## config.mk

```make
export PLATFORM = sky130hd
export DESIGN_NAME = geared_encoder_angle_tracker_core_flat
export DESIGN_NICKNAME = d
export VERILOG_FILES = /design/src/gea_pkg.sv /design/src/gea_if.sv /design/src/gea_wrap.sv /design/src/gea_div.sv /design/src/geared_encoder_angle_tracker_core.sv /design/src/flat_wrapper.sv
export SDC_FILE = /design/constraint.sdc
export NUM_CORES = 1
export LEC_CHECK = 0
export BUFFER_PORTS_ARGS = -buffer_cell sky130_fd_sc_hd__clkbuf_2
export CAP_MARGIN = 15
export CORE_AREA = 2 2 176 178
export CTS_CLUSTER_SIZE = 8
export DETAILED_ROUTE_END_ITERATION = 8
export DIE_AREA = 0 0 178 180
export SYNTH_ARGS = -nofsm -noshare
export SYNTH_HDL_FRONTEND = slang
export SYNTH_HIERARCHICAL = 1
export SYNTH_SLANG_ARGS = --single-unit
```

## constraint.sdc

```tcl
create_clock -name clk -period 6 [get_ports clk]
set_input_delay 0.6 -clock clk [delete_from_list [all_inputs] [get_ports clk]]
set_output_delay 0.6 -clock clk [all_outputs]
set_load 0.01 [all_outputs]
```

## src/gea_pkg.sv

```systemverilog
// ----------------------------------------------------------------------------
// gea_pkg
// Shared types and constants for the geared encoder angle tracker.
// ----------------------------------------------------------------------------
package gea_pkg;

  // field widths
  localparam int ANGLE_W = 13;
  localparam int CUR_W   = 16;
  localparam int SHAFT_W = 15;
  localparam int THR_W   = 14;
  localparam int RATIO_W = 8;
  localparam int TURN_W  = 8;
  localparam int PREV_W  = 13;
  localparam int CFG_W   = 14;

  // configuration register indexes
  typedef enum logic {
    REG_WRAP_THRESHOLD = 1'b0,
    REG_GEAR_RATIO     = 1'b1
  } cfg_reg_t;

  // reset value of the wrap threshold: 1200 counts short of one turn
  localparam int WRAP_MARGIN           = 1200;
  localparam int ENCODER_COUNTS        = 8192;
  localparam logic [THR_W-1:0] WRAP_THRESHOLD_RESET = THR_W'(WRAP_MARGIN - ENCODER_COUNTS);

  // wrap detector verdict
  typedef enum logic [1:0] {
    WRAP_NONE = 2'b00,
    WRAP_FWD  = 2'b01,
    WRAP_BWD  = 2'b10
  } wrap_dir_t;

endpackage

```

## src/gea_if.sv

```systemverilog
// ----------------------------------------------------------------------------
// gea_if
// Valid/ready channels for feedback samples and tracked shaft results.
// ----------------------------------------------------------------------------
interface gea_in_if;
  logic                               valid;
  logic                               ready;
  logic        [gea_pkg::ANGLE_W-1:0] angle_code;
  logic signed [gea_pkg::CUR_W-1:0]   current_code;

  modport source (output valid, output angle_code, output current_code, input ready);
  modport sink   (input valid, input angle_code, input current_code, output ready);
endinterface

interface gea_out_if;
  logic                               valid;
  logic                               ready;
  logic signed [gea_pkg::SHAFT_W-1:0] shaft_angle;
  logic signed [gea_pkg::CUR_W-1:0]   motor_current;

  modport source (output valid, output shaft_angle, output motor_current, input ready);
  modport sink   (input valid, input shaft_angle, input motor_current, output ready);
endinterface

```

## src/gea_wrap.sv

```systemverilog
// ----------------------------------------------------------------------------
// gea_wrap
// Wrap detector: compares the step between two samples to a signed threshold.
// ----------------------------------------------------------------------------
module gea_wrap #(
  parameter int W = 13
) (
  input  logic [W-1:0]              now_val,
  input  logic [W-1:0]              before_val,
  input  logic [gea_pkg::THR_W-1:0] threshold,
  output gea_pkg::wrap_dir_t        dir
);

  localparam int CW = W + 2;

  logic signed [CW-1:0] d_fwd;
  logic signed [CW-1:0] d_bwd;
  logic signed [CW-1:0] thr_ext;

  // differences in both directions, wide enough never to overflow
  assign d_fwd   = {2'b00, now_val} - {2'b00, before_val};
  assign d_bwd   = {2'b00, before_val} - {2'b00, now_val};
  assign thr_ext = {{(CW-gea_pkg::THR_W){threshold[gea_pkg::THR_W-1]}}, threshold};

  // forward test takes priority when both hold
  always_comb begin
    if (d_fwd < thr_ext) begin
      dir = gea_pkg::WRAP_FWD;
    end else if (d_bwd < thr_ext) begin
      dir = gea_pkg::WRAP_BWD;
    end else begin
      dir = gea_pkg::WRAP_NONE;
    end
  end

endmodule

```

## src/gea_div.sv

```systemverilog
// ----------------------------------------------------------------------------
// gea_div
// Restoring divider, one quotient bit per cycle, 8-bit divisor.
// ----------------------------------------------------------------------------
module gea_div #(
  parameter int DW = 21
) (
  input  logic                        clk,
  input  logic                        rst_n,
  input  logic                        start,
  input  logic [DW-1:0]               dividend,
  input  logic [gea_pkg::RATIO_W-1:0] divisor,
  output logic                        done,
  output logic [DW-1:0]               quotient
);

  localparam int RW    = gea_pkg::RATIO_W;
  localparam int CNT_W = $clog2(DW + 1);

  logic [DW-1:0]    q_r;
  logic [RW-1:0]    rem_r;
  logic [RW-1:0]    dvs_r;
  logic [CNT_W-1:0] cnt_r;
  logic             busy_r;
  logic             done_r;

  logic [RW:0]      rem_sh;
  logic [RW:0]      rem_sub;
  logic             fits;

  // shift next dividend bit into the partial remainder and trial-subtract
  assign rem_sh  = {rem_r, q_r[DW-1]};
  assign rem_sub = rem_sh - {1'b0, dvs_r};
  assign fits    = rem_sh >= {1'b0, dvs_r};

  // iteration control
  always_ff @(posedge clk) begin
    if (!rst_n) begin
      busy_r <= 1'b0;
      done_r <= 1'b0;
      cnt_r  <= '0;
    end else begin
      done_r <= 1'b0;
      if (start) begin
        q_r    <= dividend;
        rem_r  <= '0;
        dvs_r  <= divisor;
        cnt_r  <= CNT_W'(DW);
        busy_r <= 1'b1;
      end else if (busy_r) begin
        rem_r <= fits ? rem_sub[RW-1:0] : rem_sh[RW-1:0];
        q_r   <= {q_r[DW-2:0], fits};
        cnt_r <= cnt_r - CNT_W'(1);
        if (cnt_r == CNT_W'(1)) begin
          busy_r <= 1'b0;
          done_r <= 1'b1;
        end
      end
    end
  end

  assign done     = done_r;
  assign quotient = q_r;

endmodule

```

## src/geared_encoder_angle_tracker_core.sv

```systemverilog
// ----------------------------------------------------------------------------
// geared_encoder_angle_tracker_core
// Multi-turn encoder unwrap through a gear ratio, with shaft-angle wrap marking.
// ----------------------------------------------------------------------------
// Each item is one motor feedback sample. An encoder wrap steps a turn index
// modulo the gear ratio; the shaft angle is (angle + COUNTS_PER_TURN * turn)
// divided by the ratio, plus or minus one turn on the sample where that angle
// wraps. The dividend is DW bits wide (21 bits at the default COUNTS_PER_TURN),
// and the restoring divider produces one quotient bit per cycle. The result
// sits in an output register, so the next item is accepted while it waits to
// be taken. Writing gear_ratio clears the turn index.
// ----------------------------------------------------------------------------
module geared_encoder_angle_tracker_core (
  input  logic                      clk,
  input  logic                      rst_n,
  gea_in_if.sink                    in_ch,
  gea_out_if.source                 out_ch,
  input  logic                      cfg_we,
  input  logic                      cfg_index,
  input  logic [gea_pkg::CFG_W-1:0] cfg_data
);

  localparam int COUNTS_PER_TURN = gea_pkg::ENCODER_COUNTS;
  localparam int TURN_MAX = (1 << gea_pkg::RATIO_W) - 2;
  localparam int DIV_MAX  = (1 << gea_pkg::ANGLE_W) - 1 + COUNTS_PER_TURN * TURN_MAX;
  localparam int DW       = $clog2(DIV_MAX + 1);
  localparam logic [DW-1:0] CPT_DW = DW'(COUNTS_PER_TURN);
  localparam logic [gea_pkg::SHAFT_W-1:0] CPT_SH = gea_pkg::SHAFT_W'(COUNTS_PER_TURN);

  typedef enum logic [1:0] {
    ST_IDLE,
    ST_LOAD,
    ST_DIV,
    ST_POST
  } state_t;

  state_t                             state_r;
  logic [gea_pkg::THR_W-1:0]          thr_r;
  logic [gea_pkg::RATIO_W-1:0]        ratio_r;
  logic [gea_pkg::ANGLE_W-1:0]        prev_angle_r;
  logic [gea_pkg::TURN_W-1:0]         turn_r;
  logic [gea_pkg::PREV_W-1:0]         prev_shaft_r;
  logic signed [gea_pkg::CUR_W-1:0]   cur_r;
  logic                               out_valid_r;
  logic signed [gea_pkg::SHAFT_W-1:0] out_shaft_r;
  logic signed [gea_pkg::CUR_W-1:0]   out_cur_r;

  logic [gea_pkg::RATIO_W-1:0]        ratio_eff;
  gea_pkg::wrap_dir_t                 enc_dir;
  gea_pkg::wrap_dir_t                 shaft_dir;
  logic [gea_pkg::TURN_W-1:0]         turn_nxt;
  logic [DW-1:0]                      dividend;
  logic                               div_start;
  logic                               div_done;
  logic [DW-1:0]                      quotient;
  logic [DW-1:0]                      prev_shaft_ext;
  logic [gea_pkg::SHAFT_W-1:0]        shaft_nxt;
  logic                               in_fire;
  logic                               out_free;

  // a zero ratio behaves as one
  assign ratio_eff = (ratio_r == '0) ? gea_pkg::RATIO_W'(1) : ratio_r;

  // encoder wrap detection on the raw angle
  gea_wrap #(.W(gea_pkg::ANGLE_W)) u_enc_wrap (
    .now_val    (in_ch.angle_code),
    .before_val (prev_angle_r),
    .threshold  (thr_r),
    .dir        (enc_dir)
  );

  // turn index steps modulo the effective ratio
  always_comb begin
    case (enc_dir)
      gea_pkg::WRAP_FWD: begin
        turn_nxt = ({1'b0, turn_r} + 9'd1 >= {1'b0, ratio_eff}) ? '0 : turn_r + 8'd1;
      end
      gea_pkg::WRAP_BWD: begin
        turn_nxt = (turn_r == '0) ? ratio_eff - 8'd1 : turn_r - 8'd1;
      end
      default: begin
        turn_nxt = turn_r;
      end
    endcase
  end

  // total motor angle to divide
  assign dividend  = DW'(prev_angle_r) + DW'(turn_r) * CPT_DW;
  assign div_start = (state_r == ST_LOAD);

  gea_div #(.DW(DW)) u_div (
    .clk      (clk),
    .rst_n    (rst_n),
    .start    (div_start),
    .dividend (dividend),
    .divisor  (ratio_eff),
    .done     (div_done),
    .quotient (quotient)
  );

  // shaft wrap detection against the last shaft angle
  assign prev_shaft_ext = DW'(prev_shaft_r);

  gea_wrap #(.W(DW)) u_shaft_wrap (
    .now_val    (quotient),
    .before_val (prev_shaft_ext),
    .threshold  (thr_r),
    .dir        (shaft_dir)
  );

  // one-turn offset on the wrap sample, kept to the output width
  always_comb begin
    case (shaft_dir)
      gea_pkg::WRAP_FWD: shaft_nxt = quotient[gea_pkg::SHAFT_W-1:0] + CPT_SH;
      gea_pkg::WRAP_BWD: shaft_nxt = quotient[gea_pkg::SHAFT_W-1:0] - CPT_SH;
      default:           shaft_nxt = quotient[gea_pkg::SHAFT_W-1:0];
    endcase
  end

  assign in_fire  = in_ch.valid && (state_r == ST_IDLE);
  assign out_free = !out_valid_r || out_ch.ready;

  // sequencer, state and output register
  always_ff @(posedge clk) begin
    if (!rst_n) begin
      state_r      <= ST_IDLE;
      thr_r        <= gea_pkg::WRAP_THRESHOLD_RESET;
      ratio_r      <= gea_pkg::RATIO_W'(1);
      prev_angle_r <= '0;
      turn_r       <= '0;
      prev_shaft_r <= '0;
      out_valid_r  <= 1'b0;
    end else begin
      if (out_valid_r && out_ch.ready && (state_r != ST_POST)) begin
        out_valid_r <= 1'b0;
      end
      if (cfg_we) begin
        unique case (cfg_index)
          gea_pkg::REG_WRAP_THRESHOLD: begin
            thr_r <= cfg_data[gea_pkg::THR_W-1:0];
          end
          gea_pkg::REG_GEAR_RATIO: begin
            ratio_r <= cfg_data[gea_pkg::RATIO_W-1:0];
            turn_r  <= '0;
          end
          default: begin
          end
        endcase
      end
      unique case (state_r)
        ST_IDLE: begin
          if (in_fire) begin
            turn_r       <= turn_nxt;
            prev_angle_r <= in_ch.angle_code;
            cur_r        <= in_ch.current_code;
            state_r      <= ST_LOAD;
          end
        end
        ST_LOAD: begin
          state_r <= ST_DIV;
        end
        ST_DIV: begin
          if (div_done) begin
            state_r <= ST_POST;
          end
        end
        ST_POST: begin
          if (out_free) begin
            out_valid_r  <= 1'b1;
            out_shaft_r  <= shaft_nxt;
            out_cur_r    <= cur_r;
            prev_shaft_r <= quotient[gea_pkg::PREV_W-1:0];
            state_r      <= ST_IDLE;
          end
        end
        default: begin
          state_r <= ST_IDLE;
        end
      endcase
    end
  end

  assign in_ch.ready          = (state_r == ST_IDLE);
  assign out_ch.valid         = out_valid_r;
  assign out_ch.shaft_angle   = out_shaft_r;
  assign out_ch.motor_current = out_cur_r;

endmodule

```

## src/flat_wrapper.sv

```systemverilog
// flat-port wrapper written by rule: the top's interface ports become plain ports
module geared_encoder_angle_tracker_core_flat 
  (clk, rst_n, cfg_we, cfg_index, cfg_data, in_ch_valid, in_ch_angle_code, in_ch_current_code, in_ch_ready, out_ch_valid, out_ch_shaft_angle, out_ch_motor_current, out_ch_ready);
  gea_in_if in_ch_i ();
  gea_out_if out_ch_i ();
  input  logic clk;
  input  logic rst_n;
  input  logic cfg_we;
  input  logic cfg_index;
  input  logic [gea_pkg::CFG_W-1:0] cfg_data;
  input wire logic [$bits(in_ch_i.valid)-1:0] in_ch_valid;
  input wire logic [$bits(in_ch_i.angle_code)-1:0] in_ch_angle_code;
  input wire logic [$bits(in_ch_i.current_code)-1:0] in_ch_current_code;
  output wire logic [$bits(in_ch_i.ready)-1:0] in_ch_ready;
  output wire logic [$bits(out_ch_i.valid)-1:0] out_ch_valid;
  output wire logic [$bits(out_ch_i.shaft_angle)-1:0] out_ch_shaft_angle;
  output wire logic [$bits(out_ch_i.motor_current)-1:0] out_ch_motor_current;
  input wire logic [$bits(out_ch_i.ready)-1:0] out_ch_ready;
  assign in_ch_i.valid = in_ch_valid;
  assign in_ch_i.angle_code = in_ch_angle_code;
  assign in_ch_i.current_code = in_ch_current_code;
  assign in_ch_ready = in_ch_i.ready;
  assign out_ch_valid = out_ch_i.valid;
  assign out_ch_shaft_angle = out_ch_i.shaft_angle;
  assign out_ch_motor_current = out_ch_i.motor_current;
  assign out_ch_i.ready = out_ch_ready;
  geared_encoder_angle_tracker_core u_core (.clk(clk), .rst_n(rst_n), .in_ch(in_ch_i), .out_ch(out_ch_i), .cfg_we(cfg_we), .cfg_index(cfg_index), .cfg_data(cfg_data));
endmodule
```

======== After elaboration in Yosys (flattened, before gate mapping) ========
Cells that the tools add are included.
word-level totals
  register bits after elaboration ......... 150
  input bits .............................. 49
  logic and storage cells ................. 102
cells by class
  add/subtract/negate cells ............... 13
  magnitude comparators ................... 6
  equal/unequal tests ..................... 13
  muxes and demuxes ....................... 30
  bitwise logic cells ..................... 3
  reductions and logical operators ........ 20
operators with widths
  cell                                                  count
  two-way mux 8 bit                                     9
  < comparator 22 x 14 -> 1 bit                         2
  two-way mux 21 bit                                    2
  case mux 15 bit (2 select lines)                      1
  < comparator 14 bit                                   2
  subtractor 13 x 13 -> 14 bit                          2
  subtractor 13 x 21 -> 22 bit                          1
  subtractor 21 x 13 -> 22 bit                          1
  adder 13 x 21 -> 21 bit                               1
  >= comparator 9 x 8 -> 1 bit                          2
  zero test 8 bit                                       2
  case mux 8 bit (2 select lines)                       1
  subtractor 8 x 1 -> 8 bit (second input constant)     2
  adder 15 x 14 -> 15 bit (second input constant)       1
  subtractor 15 x 14 -> 15 bit (second input constant)  1
  two-way mux 2 bit                                     7
  AND reduction 2 bit                                   6
  two-way mux 5 bit                                     2
  adder 8 x 1 -> 9 bit (second input constant)          1
  AND reduction 3 bit                                   3
  adder 8 x 1 -> 8 bit (second input constant)          1
  equality test 2 bit (second input constant)           4
  case mux 2 bit (4 select lines)                       1
  subtractor 8 bit                                      1
  other kinds (15)                                      29

======== Longest topological paths before layout ========
Gate-level depths: netlist (run 1).
  word-level depth ........................ 8
  mapped depth ............................ 22
  depth with buffers taken out ............ 22

======== Hierarchy ========
Netlist (run 1), hierarchy kept.
modules (own cells, without submodules)
  module                             times used  cells an instance  area an instance (µm²)  seq. area each (µm²)
  geared_encoder_angle_tracker_core  1           457                4491.8                  2592.5
  gea_wrap at u_core.u_shaft_wrap    1           456                3203.1                  0.0
  gea_div                            1           174                2303.5                  1251.2
  gea_wrap at u_core.u_enc_wrap      1           255                1929.4                  0.0

======== Worst setup path after synthesis (run 1) ========
No wires, ideal clock.
  kind .................................... input to register
  start point ............................. in in_ch_angle_code[5]
  end point ............................... reg u_core/turn_r[4] (netlist bit)
  setup time .............................. 0.086 ns
  arrival time ............................ 4.383 ns
  slack ................................... 1.532 ns
  stages .................................. 19
  path through ............................ inv_1 -> ha_1 -> buf_6 -> a21oi_2 -> nand2_1 -> a221oi_2 -> nor2_1 -> xor2_1 -> ha_1 -> a211o_1 -> a2111oi_2 -> o211a_1 -> nor3_1 -> o21ai_0 -> nand2b_1 -> o211ai_1 -> a21oi_1 -> a22oi_1 -> a211oi_1
between the ends
  elaborated cells on any way between the ends .. 12
  classes of those cells .................. add/sub: 2; order compare: 2; eq/ne: 3; mux: 5
RTL lines
  element                                                              RTL line                                  source
  start, declared                                                      flat_wrapper.sv:12                        input wire logic [$bits(in_ch_i.angle_code)-1:0] in_ch_angle_code;
  subtractor 13 x 13 -> 14 bit *                                       gea_wrap.sv:21                            assign d_fwd = {2'b00, now_val} - {2'b00, before_val};
  < comparator 14 bit *                                                gea_wrap.sv:27                            if (d_fwd < thr_ext) begin
  two-way mux 2 bit *                                                  gea_wrap.sv:27
  net u_core.enc_dir[0]                                                geared_encoder_angle_tracker_core.sv:49   gea_pkg::wrap_dir_t enc_dir;
  equality test 2 bit or equality test 2 x 1 -> 1 bit (tied branches)  geared_encoder_angle_tracker_core.sv:74   case (enc_dir)
  case mux 8 bit (2 select lines)                                      geared_encoder_angle_tracker_core.sv:74
  two-way mux 8 bit                                                    geared_encoder_angle_tracker_core.sv:152  if (in_fire) begin
  two-way mux 8 bit                                                    geared_encoder_angle_tracker_core.sv:150  unique case (state_r)
  end signal, assigned                                                 geared_encoder_angle_tracker_core.sv:153  turn_r <= turn_nxt;
  end, declared                                                        geared_encoder_angle_tracker_core.sv:41   logic [gea_pkg::TURN_W-1:0] turn_r;
The timed path passes the listed nets; every way through them passes the cells marked *.
A chain may end at the register's enable or synchronous reset.

======== Worst setup path after layout (run 1) ========
  start point ............................. reg u_core/prev_angle_r[0] (netlist bit)
  end point ............................... reg u_core/turn_r[4] (netlist bit)
between the ends
  elaborated cells on any way between the ends .. 12
  classes of those cells .................. add/sub: 2; order compare: 2; eq/ne: 3; mux: 5
RTL lines
  element                                                              RTL line                                  source
  start, declared                                                      geared_encoder_angle_tracker_core.sv:40   logic [gea_pkg::ANGLE_W-1:0] prev_angle_r;
  start signal, assigned                                               geared_encoder_angle_tracker_core.sv:154  prev_angle_r <= in_ch.angle_code;
  subtractor 13 x 13 -> 14 bit *                                       gea_wrap.sv:21
  < comparator 14 bit *                                                gea_wrap.sv:27
  two-way mux 2 bit *                                                  gea_wrap.sv:27
  net u_core.enc_dir[0]                                                geared_encoder_angle_tracker_core.sv:49
  equality test 2 bit or equality test 2 x 1 -> 1 bit (tied branches)  geared_encoder_angle_tracker_core.sv:74
  case mux 8 bit (2 select lines)                                      geared_encoder_angle_tracker_core.sv:74
  two-way mux 8 bit                                                    geared_encoder_angle_tracker_core.sv:152
  two-way mux 8 bit                                                    geared_encoder_angle_tracker_core.sv:150
Marks and branches as above.

==> metrics, run 1 <==
max_cap viols=0; CTS Sinks=150; Final #Nets=1,622; setup slack, reg-to-reg=980 ps; Max Fclk=0.199 GHz; cell family with most CP delay=compound AO/OA/AOI/OAI gates; die width=178 µm; library cells used by synthesis=99; Syn Area/Cell=8.89 µm²; Simple-Gate Fraction of Synth Area=15.6%; Seq/Total Area, Yosys=32.2%; async set-or-reset flop fraction in the synthesized netlist=0%; Leakage Power=5.60 nW; die area=32,000 µm²; Antenna Cells=0; # IOs=82; largest net degree at the start of global routing=50; mux contribution to synthesized area=2.07%; Sum Neg Setup Slack=0 ps; vias in the first global route=9,395; Starting Density=39.5%; RePlAce Congestion=0.923; compound-gate portion of the synthesized area=20.2%; synth warn=6; CTS Buffer Depth=2; adder-cell share of the synthesized area=17.8%; multi-input logic area=7310 µm²; outcome=finished, final reports clean; worst relative slew slack=29.6%; core footprint=30,200 µm²; CTS tree=built; worst-margin pin slew=1050 ps; Avg WL per Cell=17.0 µm; Post-DRT Antenna Nets=0; Via-to-Cell Ratio=5.42; hold endpoint=u_core/cur_r[11]; cell chain of the critical path=ha_1 > inv_1 > fa_1 > a21oi_1 > o211ai_4 > a21o_1 > a21oi_1 > xnor2_1 > ha_1 > a211o_1 > a2111oi_2 > o211a_1 > nor3_1 > o21ai_0 > nand2b_1 > o211ai_1 > a21oi_1 > a22oi_1 > a211oi_1; Seq cells post-synth=150; start point of the worst hold path=in_ch_current_code[11]; # setup viols final=0; pre-CTS setup slack=673 ps; post_cts resized=0; post-DP HPWL=23,700 µm; std cell rows=64; fin crit period=5020 ps; most common library cell in the layout ignoring fill and taps=ha_1; PortBufs=81; # fillers=2,940; Routed WL=30,800 µm; total gr overflow=0; total power=5.64 mW; critical path launch point type=flip-flop; combinational family with the most area after synthesis=compound AO/OA/AOI/OAI gates; unrepaired setup endpoints after global routing=false; final-report hold violation count=0; crit-path max FO=9; via count=9,839; final slew viol count=0; Hold WC Path Type=in2reg; commonest non-fill, non-tap cells in the layout=ha_1 (162), nand2_1 (159), inv_1 (143); share of layout cells above drive strength 1=12.6%; hold depth=1; number of buffers created by CTS=17; depth of the worst register-to-register path=19; Area growth syn-to-layout=11.5%; CP max stage cell=a21oi_1; worst endpoint required time=6350 ps; drt pass-1 iters=5; initial antenna violation count=0; crit end category=flip-flop; Crit path largest cell delay=600 ps; sequential cell area=3840 µm²; Critical R2R Launch=u_core/prev_angle_r[0]; Syn Std Cell Area=11,900 µm²; clk_lat worst skew=430 ps; number of flops mapped to enable cells by yosys=84; Residual DRC=0; reg-to-reg endpoint=u_core/turn_r[4]; crit path kind=reg2reg; PnR worst setup slack=979 ps; fin util=44.0%; root buf cell=clkbuf_16; Cells after Synth=1,342; hold-fix buffer count after cts=0; Synth Flop Type=edfxtp_1; 1st-iter DRT viols=640; gr usage total=19.6%; H-tree depth=4; die extent in y=180 µm; buffers plus inverters on the worst setup path=1; most frequent CP cell=a21oi_1; Tcrit/Tclk final=83.7%; CP arrival=5370 ps; first-pass GRT wire length=49,300 µm; post-synthesis xor/xnor area fraction=5.07%; VDD IR-drop max=0.000216 V; postcts setup bufs=0; pwr dens=424 nW/µm²; Setup Skew=5.41 ps; clock-pin transition on the worst setup and hold timing paths=60 ps; final hold slack=340 ps
worst max path at each step:
stage | startpoint | to | slack [ps] | depth (start not counted)
global placement | in_ch_angle_code[5] | u_core/turn_r[4] | 820 | 19
CTS | u_core/prev_angle_r[5] | u_core/turn_r[4] | 1020 | 17
finish | u_core/prev_angle_r[0] | u_core/turn_r[4] | 980 | 19
global route | u_core/prev_angle_r[0] | u_core/turn_r[4] | 660 | 19
floorplan | in_ch_angle_code[5] | u_core/turn_r[4] | 1530 | 19
detailed placement | in_ch_angle_code[5] | u_core/turn_r[4] | 670 | 19
Yosys cell counts, types with 16 or more instances:
library cell	instances	area (µm²)
nor2_1	57	214
ha_1	162	2030
xor2_1	24	210
nand3_1	33	165
inv_1	144	541
nor2b_1	16	100
a21o_1	27	203
o211ai_1	16	120
edfxtp_1	84	2520
clkbuf_1	38	143
o21ai_0	41	205
a31oi_1	21	131
xnor2_1	45	394
a21oi_1	128	641
mux2_2	21	236
dfxtp_1	66	1320
nand2_1	159	597
flip-flops by register name (all words and copies together), names as in the netlist:
register and cells:
u_core/u_div/rem_r 8, u_core/u_div/dvs_r 8, u_core/prev_angle_r 13, u_core/state_r 2, u_core/thr_r 14, u_core/u_div/done 1, u_core/out_ch.valid 1, u_core/u_div/busy_r 1
u_core/u_div/cnt_r 5, u_core/u_div/quotient 21, u_core/out_ch.shaft_angle 15, u_core/out_ch.motor_current 16, u_core/prev_shaft_r 13, u_core/cur_r 16, u_core/ratio_r 8, u_core/turn_r 8
layer usage:
| layer | up-vias | part of all wire, % | global-route usage [%] |
|---|---|---|---|
| li1 | 4899 | - | - |
| met1 | 4650 | 47 | 26.9 |
| met2 | 261 | 48 | 31.9 |
| met3 | 29 | 4.0 | 2.86 |
| met4 | 0 | 1.7 | 5.51 |
| met5 | - | 0 | 0 |
cell type report:
type,count,share of cell area [%]
inverter,145,4.09
multi-input combinational,1005,55.0
timing repair buffer,87,3.39
clock buffer,30,4.76
clock inverter,2,0.104
sequential,150,28.9
tap,396,3.73
power by group:
| part | total (mW) | switching, mW | internal, mW |
|---|---|---|---|
| logic | 2.97 | 1.75 | 1.22 |
| registers | 1.53 | 0.194 | 1.33 |
| clock network | 1.14 | 0.423 | 0.716 |
| total | 5.64 | 2.36 | 3.27 |
metrics by stage:
| stage | std cells | cell area [µm²] |
|---|---|---|
| floorplan | 1357 | 12000 |
| global placement | 1783 | 12600 |
| detailed placement | 1783 | 12600 |
| CTS | 1815 | 13300 |
| global route | 1815 | 13300 |
| finish | 1815 | 13300 |
logic make-up after synthesis:
family                     after synthesis
AOI/OAI and AO/OA                      356
xor gates and xnor gates                69
adders and majority gates              167
buffers and inverters                  202
DFF                                    150
muxes                                   22
other                                    1
and+or+nand+nor                        375
No activity file was read; power rests on OpenSTA's default activity.
==> run 2, diff against run 1 <==
--- a/config.mk
+++ b/config.mk
@@ -5,12 +5,13 @@
 export SDC_FILE = /design/constraint.sdc
 export NUM_CORES = 1
 export LEC_CHECK = 0
+export ABC_AREA = 1
 export BUFFER_PORTS_ARGS = -buffer_cell sky130_fd_sc_hd__clkbuf_2
 export CAP_MARGIN = 15
-export CORE_AREA = 2 2 176 178
+export CORE_AREA = 2 2 181 183
 export CTS_CLUSTER_SIZE = 8
 export DETAILED_ROUTE_END_ITERATION = 8
-export DIE_AREA = 0 0 178 180
+export DIE_AREA = 0 0 183 185
 export SYNTH_ARGS = -nofsm -noshare
 export SYNTH_HDL_FRONTEND = slang
 export SYNTH_HIERARCHICAL = 1
==> constraint.sdc (replaced) <==
create_clock -name clk -period 4.4 [get_ports clk]
set_input_delay 0.44 -clock clk [delete_from_list [all_inputs] [get_ports clk]]
set_output_delay 0.44 -clock clk [all_outputs]
set_load 0.01 [all_outputs]
==> run 2 against run 1 <==
Effect of this change: clock-buffer cell count decreased by 10; utilization increased by 0.18 points; clock skew increased by 13 ps; sequential power increased by 40%; via count increased by 16%; synthesized area increased by 5.4%; setup slack got worse by 670 ps; first-iteration DRC count increased by 16%; sequential share of layout area decreased by 1.8 points; combinational power increased by 72%; die area increased by 5.7%; flip-flop and latch count unchanged; critical path type unchanged; largest power group unchanged.
==> metrics, run 2 <==
Routed WL=35,300 µm; GR Util met2=36.0%; fin util=44.2%; # IOs=82; Leakage Power=7.09 nW; final slew viol count=0; worst endpoint required time=4590 ps; Seq/Total Area, Yosys=30.6%; hold-fix buffer count after cts=0; async set-or-reset flop fraction in the synthesized netlist=0%; clock-pin transition on the worst setup and hold timing paths=60 ps; initial antenna violation count=0; Via-to-Cell Ratio=4.98; Syn Std Cell Area=12,600 µm²; Hold WC Path Type=in2reg; H-tree depth=4; most common library cell in the layout ignoring fill and taps=nand2_1; synth warn=6; synth cell count leaders=nand2_1 (463), inv_1 (282), nor2_1 (206); Post-DRT Antenna Nets=0; Syn Area/Cell=7.05 µm²; root buf cell=clkbuf_16; Final #Nets=2,086; Tcrit/Tclk final=92.9%; gr usage total=21.2%; switching power=4.17 mW; worst relative slew slack=28.7%; Max Fclk=0.245 GHz; Synth area leaders=edfxtp_1 (20%), ha_1 (16%), nand2_1 (14%); Setup Skew=18.0 ps; share of layout cells above drive strength 1=10.2%; core footprint=32,000 µm²; final hold slack=176 ps; # setup viols final=0; clock power share=18.7%; number of buffers created by CTS=17; die extent in y=185 µm; clk_lat worst skew=440 ps; PortBufs=81; crit end category=flip-flop; crit path kind=reg2reg; fin crit period=4090 ps; Avg WL per Cell=15.4 µm; part of the power in registers=24.0%; outcome=finished, final reports clean; met3 usage=2.69%; total gr overflow=0; via count=11,400; CP arrival=4280 ps; Residual DRC=0; 1st-iter DRT viols=740; crit-path max FO=5; share of the synthesized area in the top cell type=20.1%; VDD IR-drop max=0.000317 V; sw frac=46.8%; most frequent cell after synthesis=nand2_1; critical path launch point type=flip-flop; Antenna Cells=0; Critical R2R Launch=u_core/u_div/quotient[0]; Synth Flop Type=edfxtp_1; Seq cells post-synth=150; Starting Density=39.2%; Crit. Startpoint=u_core/u_div/quotient[0]; pre-CTS setup slack=280 ps; drt pass-1 iters=6; start point of the worst hold path=in_ch_current_code[2]; pwr dens=629 nW/µm²; CTS tree=built; max reg flops=21; first-pass GRT wire length=55,900 µm; std cell rows=66; final-report hold violation count=0; max_cap viols=0; vias in the first global route=10,900; commonest non-fill, non-tap cells in the layout=nand2_1 (463), inv_1 (282), nor2_1 (202); Synth area leader=edfxtp_1; RePlAce Congestion=0.945; Pint=4.74 mW; Area growth syn-to-layout=12.7%; worst-margin pin slew=1070 ps; CTS Buffer Depth=2; grt met1 use=28.2%; Cells after Synth=1,784; busiest grt layer=met2; number of flops mapped to enable cells by yosys=84; Comb pwr share=57.3%; CTS Sinks=150; largest net degree at the start of global routing=54; die area=33,900 µm²; library cells used by synthesis=44; PnR worst setup slack=312 ps; post-DP HPWL=28,800 µm; die width=183 µm
run 2: layout make-up:
type / count / area [µm²]
Fill cell: 3357 / 17900
Multi-Input combinational cell: 1311 / 7510
Sequential cell: 150 / 3840
Inverter: 291 / 1090
Timing Repair Buffer: 99 / 541
Tap cell: 408 / 510
Clock buffer: 20 / 457
Clock inverter: 12 / 216
run 2: logic make-up (layout without fill, tap and decap cells):
kind of cell | count (synthesis) | count (layout) | share of synthesized area (%)
AND/OR/NAND/NOR | 805 | 805 | 26.8
XOR/XNOR | 55 | 55 | 3.83
buffers and inverters | 338 | 422 | 10.6
other | 1 | 16 | 0.0298
adder cells (fa/ha/maj) | 167 | 167 | 16.9
AO/OA/AOI/OAI | 268 | 268 | 11.3
flip-flops | 150 | 150 | 30.6
run 2: path summary, 6_finish.rpt:
path / endpoint / slack (ps) / cells after the start
setup / recovery: u_core/out_ch.shaft_angle[14] / 310 / 25
hold / removal: u_core/cur_r[2] / 180 / 1
setup reg to reg: u_core/out_ch.shaft_angle[14] / 310 / 25
hold reg to reg: u_core/out_ch.motor_current[11] / 420 / 0
run 2: power groups by stage:
| stage | logic (mW) | clock network (mW) | registers, mW |
|---|---|---|---|
| global placement | 4.92 | 0 | 2.16 |
| global route | 5.83 | 1.76 | 2.18 |
| floorplan | 3.81 | 0 | 2.07 |
| detailed placement | 5.00 | 0 | 2.17 |
| finish | 5.10 | 1.67 | 2.14 |
| CTS | 5.03 | 1.70 | 2.14 |
run 2: metal layers:
| metal | up-vias | share of wire [%] |
|---|---|---|
| met5 | - | 0 |
| met1 | 5255 | 48 |
| met4 | 0 | 1.8 |
| met3 | 33 | 3.6 |
| li1 | 5835 | - |
| met2 | 276 | 47 |
run 2: what timing repair did:
action,CTS,global route
setup endpoints to repair,0,1
resized for setup,0,9
setup buffers,0,5
run 2: worst max-delay path, stage by stage, from the launching register on:
cell and delay, ps:
edfxtp_1 480, inv_1 100, ha_1 250, inv_1 80, fa_1 440, nand2_1 100
nand2_1 160, a21oi_2 250, nand3b_1 160, nand2_1 60, nand2_1 50, nand2_1 50
ha_1 270, nand2_1 70, nor2_1 90, nand2_1 90, nor2_1 120, nand2_1 90
nand3_1 90, nand2_1 50, nand2_1 70, inv_1 40, ha_1 350, a21oi_1 120
o21ai_0 110, xnor2_1 130
run 2: stage by stage:
step,cells,instance area [µm²],TNS [ps],power [mW]
6_report,2291,14200,0,8.91
5_1_grt,2291,14200,-10.5,9.76
4_1_cts,2286,14100,0,8.87
3_5_place_dp,2254,13400,0,7.17
3_3_place_gp,2254,13400,0,7.09
2_1_floorplan,1799,12600,0,5.87
==> run 3, diff against run 2 <==
--- a/config.mk
+++ b/config.mk
@@ -8,11 +8,10 @@
 export ABC_AREA = 1
 export BUFFER_PORTS_ARGS = -buffer_cell sky130_fd_sc_hd__clkbuf_2
 export CAP_MARGIN = 15
-export CORE_AREA = 2 2 181 183
+export CORE_AREA = 2 2 170 172
 export CTS_CLUSTER_SIZE = 8
 export DETAILED_ROUTE_END_ITERATION = 8
-export DIE_AREA = 0 0 183 185
+export DIE_AREA = 0 0 172 174
 export SYNTH_ARGS = -nofsm -noshare
 export SYNTH_HDL_FRONTEND = slang
-export SYNTH_HIERARCHICAL = 1
 export SYNTH_SLANG_ARGS = --single-unit
==> run 3 against run 2 <==
Effect of this change: sequential share of layout area rose by 3.6 points; sequential power barely moved; first-iteration DRC count fell by 3.5%; clock-buffer cell count fell by 3; largest cell class unchanged; setup slack improved by 100 ps; global-route usage fell by 0.64 points; synthesized cell count fell by 20%; synthesized area fell by 11%; critical path depth fell by 3; largest power group unchanged.
==> metrics, run 3 <==
outcome=finished, final reports clean; reg-to-reg endpoint=u_core.out_ch.shaft_angle[13]; synth cell count leaders=nand2_1 (270), inv_1 (198), a21oi_1 (147); H-tree depth=4; CP arrival=4170 ps; worst endpoint required time=4580 ps; Starting Density=39.5%; number of flops mapped to enable cells by yosys=84; clk_lat worst skew=450 ps; Leakage Power=5.75 nW; Syn Std Cell Area=11,100 µm²; library cells used by synthesis=49; pwr dens=679 nW/µm²; unrepaired setup endpoints after global routing=false; Comb pwr share=56.8%; initial antenna violation count=0; Setup Skew=20.0 ps; final-report hold violation count=0; part of the power in registers=25.1%; Seq/Total Area, Yosys=34.5%; setup slack, reg-to-reg=410 ps; CTS tree=built; depth of the worst register-to-register path=22; Pint=4.33 mW; Final #Nets=1,677; Cells after Synth=1,422; most frequent cell after synthesis=nand2_1; hold depth=1; Synth area leaders=edfxtp_1 (23%), ha_1 (16%), dfxtp_1 (12%); Residual DRC=0; async set-or-reset flop fraction in the synthesized netlist=0%; die extent in y=174 µm; final slew viol count=0; std cell rows=62; Crit path largest cell delay=480 ps; switching power=4.16 mW; Critical R2R Launch=u_core.u_div.quotient[0]; Sum Neg Setup Slack=0 ps; crit-path max FO=5; CTS Buffer Depth=2; worst relative slew slack=43.9%; Avg WL per Cell=15.9 µm; critical path launch point type=flip-flop; root buf cell=clkbuf_16; Syn Area/Cell=7.84 µm²; Hold WC Path Type=in2reg; share of the synthesized area in the top cell type=22.6%; postcts setup bufs=0; share of layout cells above drive strength 1=10.1%; number of buffers created by CTS=17; cell chain of the critical path=inv_1 > ha_1 > inv_1 > fa_1 > nand3_1 > nand2_1 > nand2_1 > nand3_1 > a21boi_0 > o211ai_1 > xor2_1 > ha_1 > nand2_1 > nor2_1 > nand2_1 > nor2_1 > nand2_1 > nand3_1 > nand2_1 > nand2_1 > nand3_1 > xor2_1; Post-DRT Antenna Nets=0; max_cap viols=0; post_cts resized=0; Routed WL=29,900 µm; Synth Flop Type=edfxtp_1; commonest non-fill, non-tap cells in the layout=nand2_1 (270), inv_1 (198), a21oi_1 (146); start point of the worst hold path=in_ch_current_code[8]; core footprint=28,200 µm²; hold endpoint=u_core.cur_r[8]; synth warn=0; Antenna Cells=0; PortBufs=81; max reg flops=21; Syn Nets=1,621; RePlAce Congestion=0.914; die area=29,900 µm²; Via-to-Cell Ratio=5.06; Synth area leader=edfxtp_1; # IOs=82; hold-fix buffer count after cts=0; crit end category=flip-flop; most frequent CP cell=nand2_1; Seq cells post-synth=150; sw frac=49.0%; fin crit period=3990 ps; via count=9,493; gr usage total=20.5%; drt pass-1 iters=5; area post-placement=11,800 µm²; # setup viols final=0; worst-margin pin slew=841 ps; crit path kind=reg2reg; first-pass GRT wire length=48,000 µm; total gr overflow=0; clock-pin transition on the worst setup and hold timing paths=80 ps; VDD IR-drop max=0.000313 V; clock power share=18.2%; CP max stage cell=edfxtp_1; CTS Sinks=150; Tcrit/Tclk final=90.6%; vias in the first global route=9,104; Max Fclk=0.251 GHz; die width=172 µm; largest net degree at the start of global routing=62; 1st-iter DRT viols=714; post-layout instance area=12,500 µm²; most common library cell in the layout ignoring fill and taps=nand2_1; post-DP HPWL=23,600 µm; Area growth syn-to-layout=12.1%
## run 3: cell count changes after synthesis, sizes merged, moves of 6 or more
cell / delta
a21oi: +27
buf: -6
clkbuf: +10
ha: -17
inv: -87
nand2: -208
nand3b: -6
nor2: -120
nor3: +14
o211ai: +8
xor2: +14
## run 3: routing by layer
| metal | global-route usage [%] | vias up | routed length (µm) |
|---|---|---|---|
| li1 | - | 4843 | - |
| met1 | 28.3 | 4344 | 14300 |
| met2 | 33.0 | 263 | 13600 |
| met3 | 3.14 | 43 | 1380 |
| met4 | 6.34 | 0 | 665 |
| met5 | 0 | - | 0 |
## run 3: critical path, delay by kind of cell, from the launching register on
kind,cells,cell delay (ps)
fa+ha+maj,3,940
flops,1,480
xor+xnor,2,330
buf+inv,2,200
simple gates,13,1270
compound gates,2,510
## run 3: worst max path at each step
stage	cells past startpoint	startpoint	slack (ps)	end
global placement	22	u_core.u_div.quotient[0]	540	u_core.out_ch.shaft_angle[13]
floorplan	22	u_core.u_div.quotient[0]	1080	u_core.out_ch.shaft_angle[13]
global route	22	u_core.u_div.quotient[0]	80	u_core.out_ch.shaft_angle[13]
detailed placement	22	u_core.u_div.quotient[0]	470	u_core.out_ch.shaft_angle[13]
finish	22	u_core.u_div.quotient[0]	410	u_core.out_ch.shaft_angle[13]
CTS	22	u_core.u_div.quotient[0]	460	u_core.out_ch.shaft_angle[13]
## run 3: kinds of logic after synthesis
family,after synthesis,synth area share [%]
XOR/XNOR,70,5.50
flip-flops,150,34.5
AND/OR/NAND/NOR,479,18.2
adder cells (fa/ha/maj),150,17.2
AO/OA/AOI/OAI,318,15.6
buffers and inverters,255,9.09
## run 3: power by group through the flow
stage / combinational (mW) / clock (mW) / sequential, mW
3_3_place_gp: 4.70 / 0 / 2.15
3_5_place_dp: 4.75 / 0 / 2.15
4_1_cts: 4.80 / 1.58 / 2.13
6_report: 4.82 / 1.54 / 2.13
2_1_floorplan: 3.74 / 0 / 2.03
5_1_grt: 5.52 / 1.63 / 2.17
## run 3: area by class of cell
| cell class | instances | area, µm² |
|---|---|---|
| Clock buffer | 17 | 425 |
| Inverter | 204 | 766 |
| Sequential cell | 150 | 3840 |
| Fill cell | 2874 | 15700 |
| Multi-Input combinational cell | 1017 | 6310 |
| Clock inverter | 15 | 196 |
| Timing Repair Buffer | 88 | 478 |
| Tap cell | 384 | 480 |
## run 3: per-stage QoR
step	hold WS (ps)	util (%)	cells	power (mW)	setup slack, ps
CTS	160	44.2	1874	8.50	462
detailed placement	405	42.0	1842	6.91	467
finish	175	44.3	1875	8.49	412
floorplan	400	-	1422	5.77	1080
global route	160	44.3	1875	9.32	78.8
global placement	401	42.0	1842	6.85	539
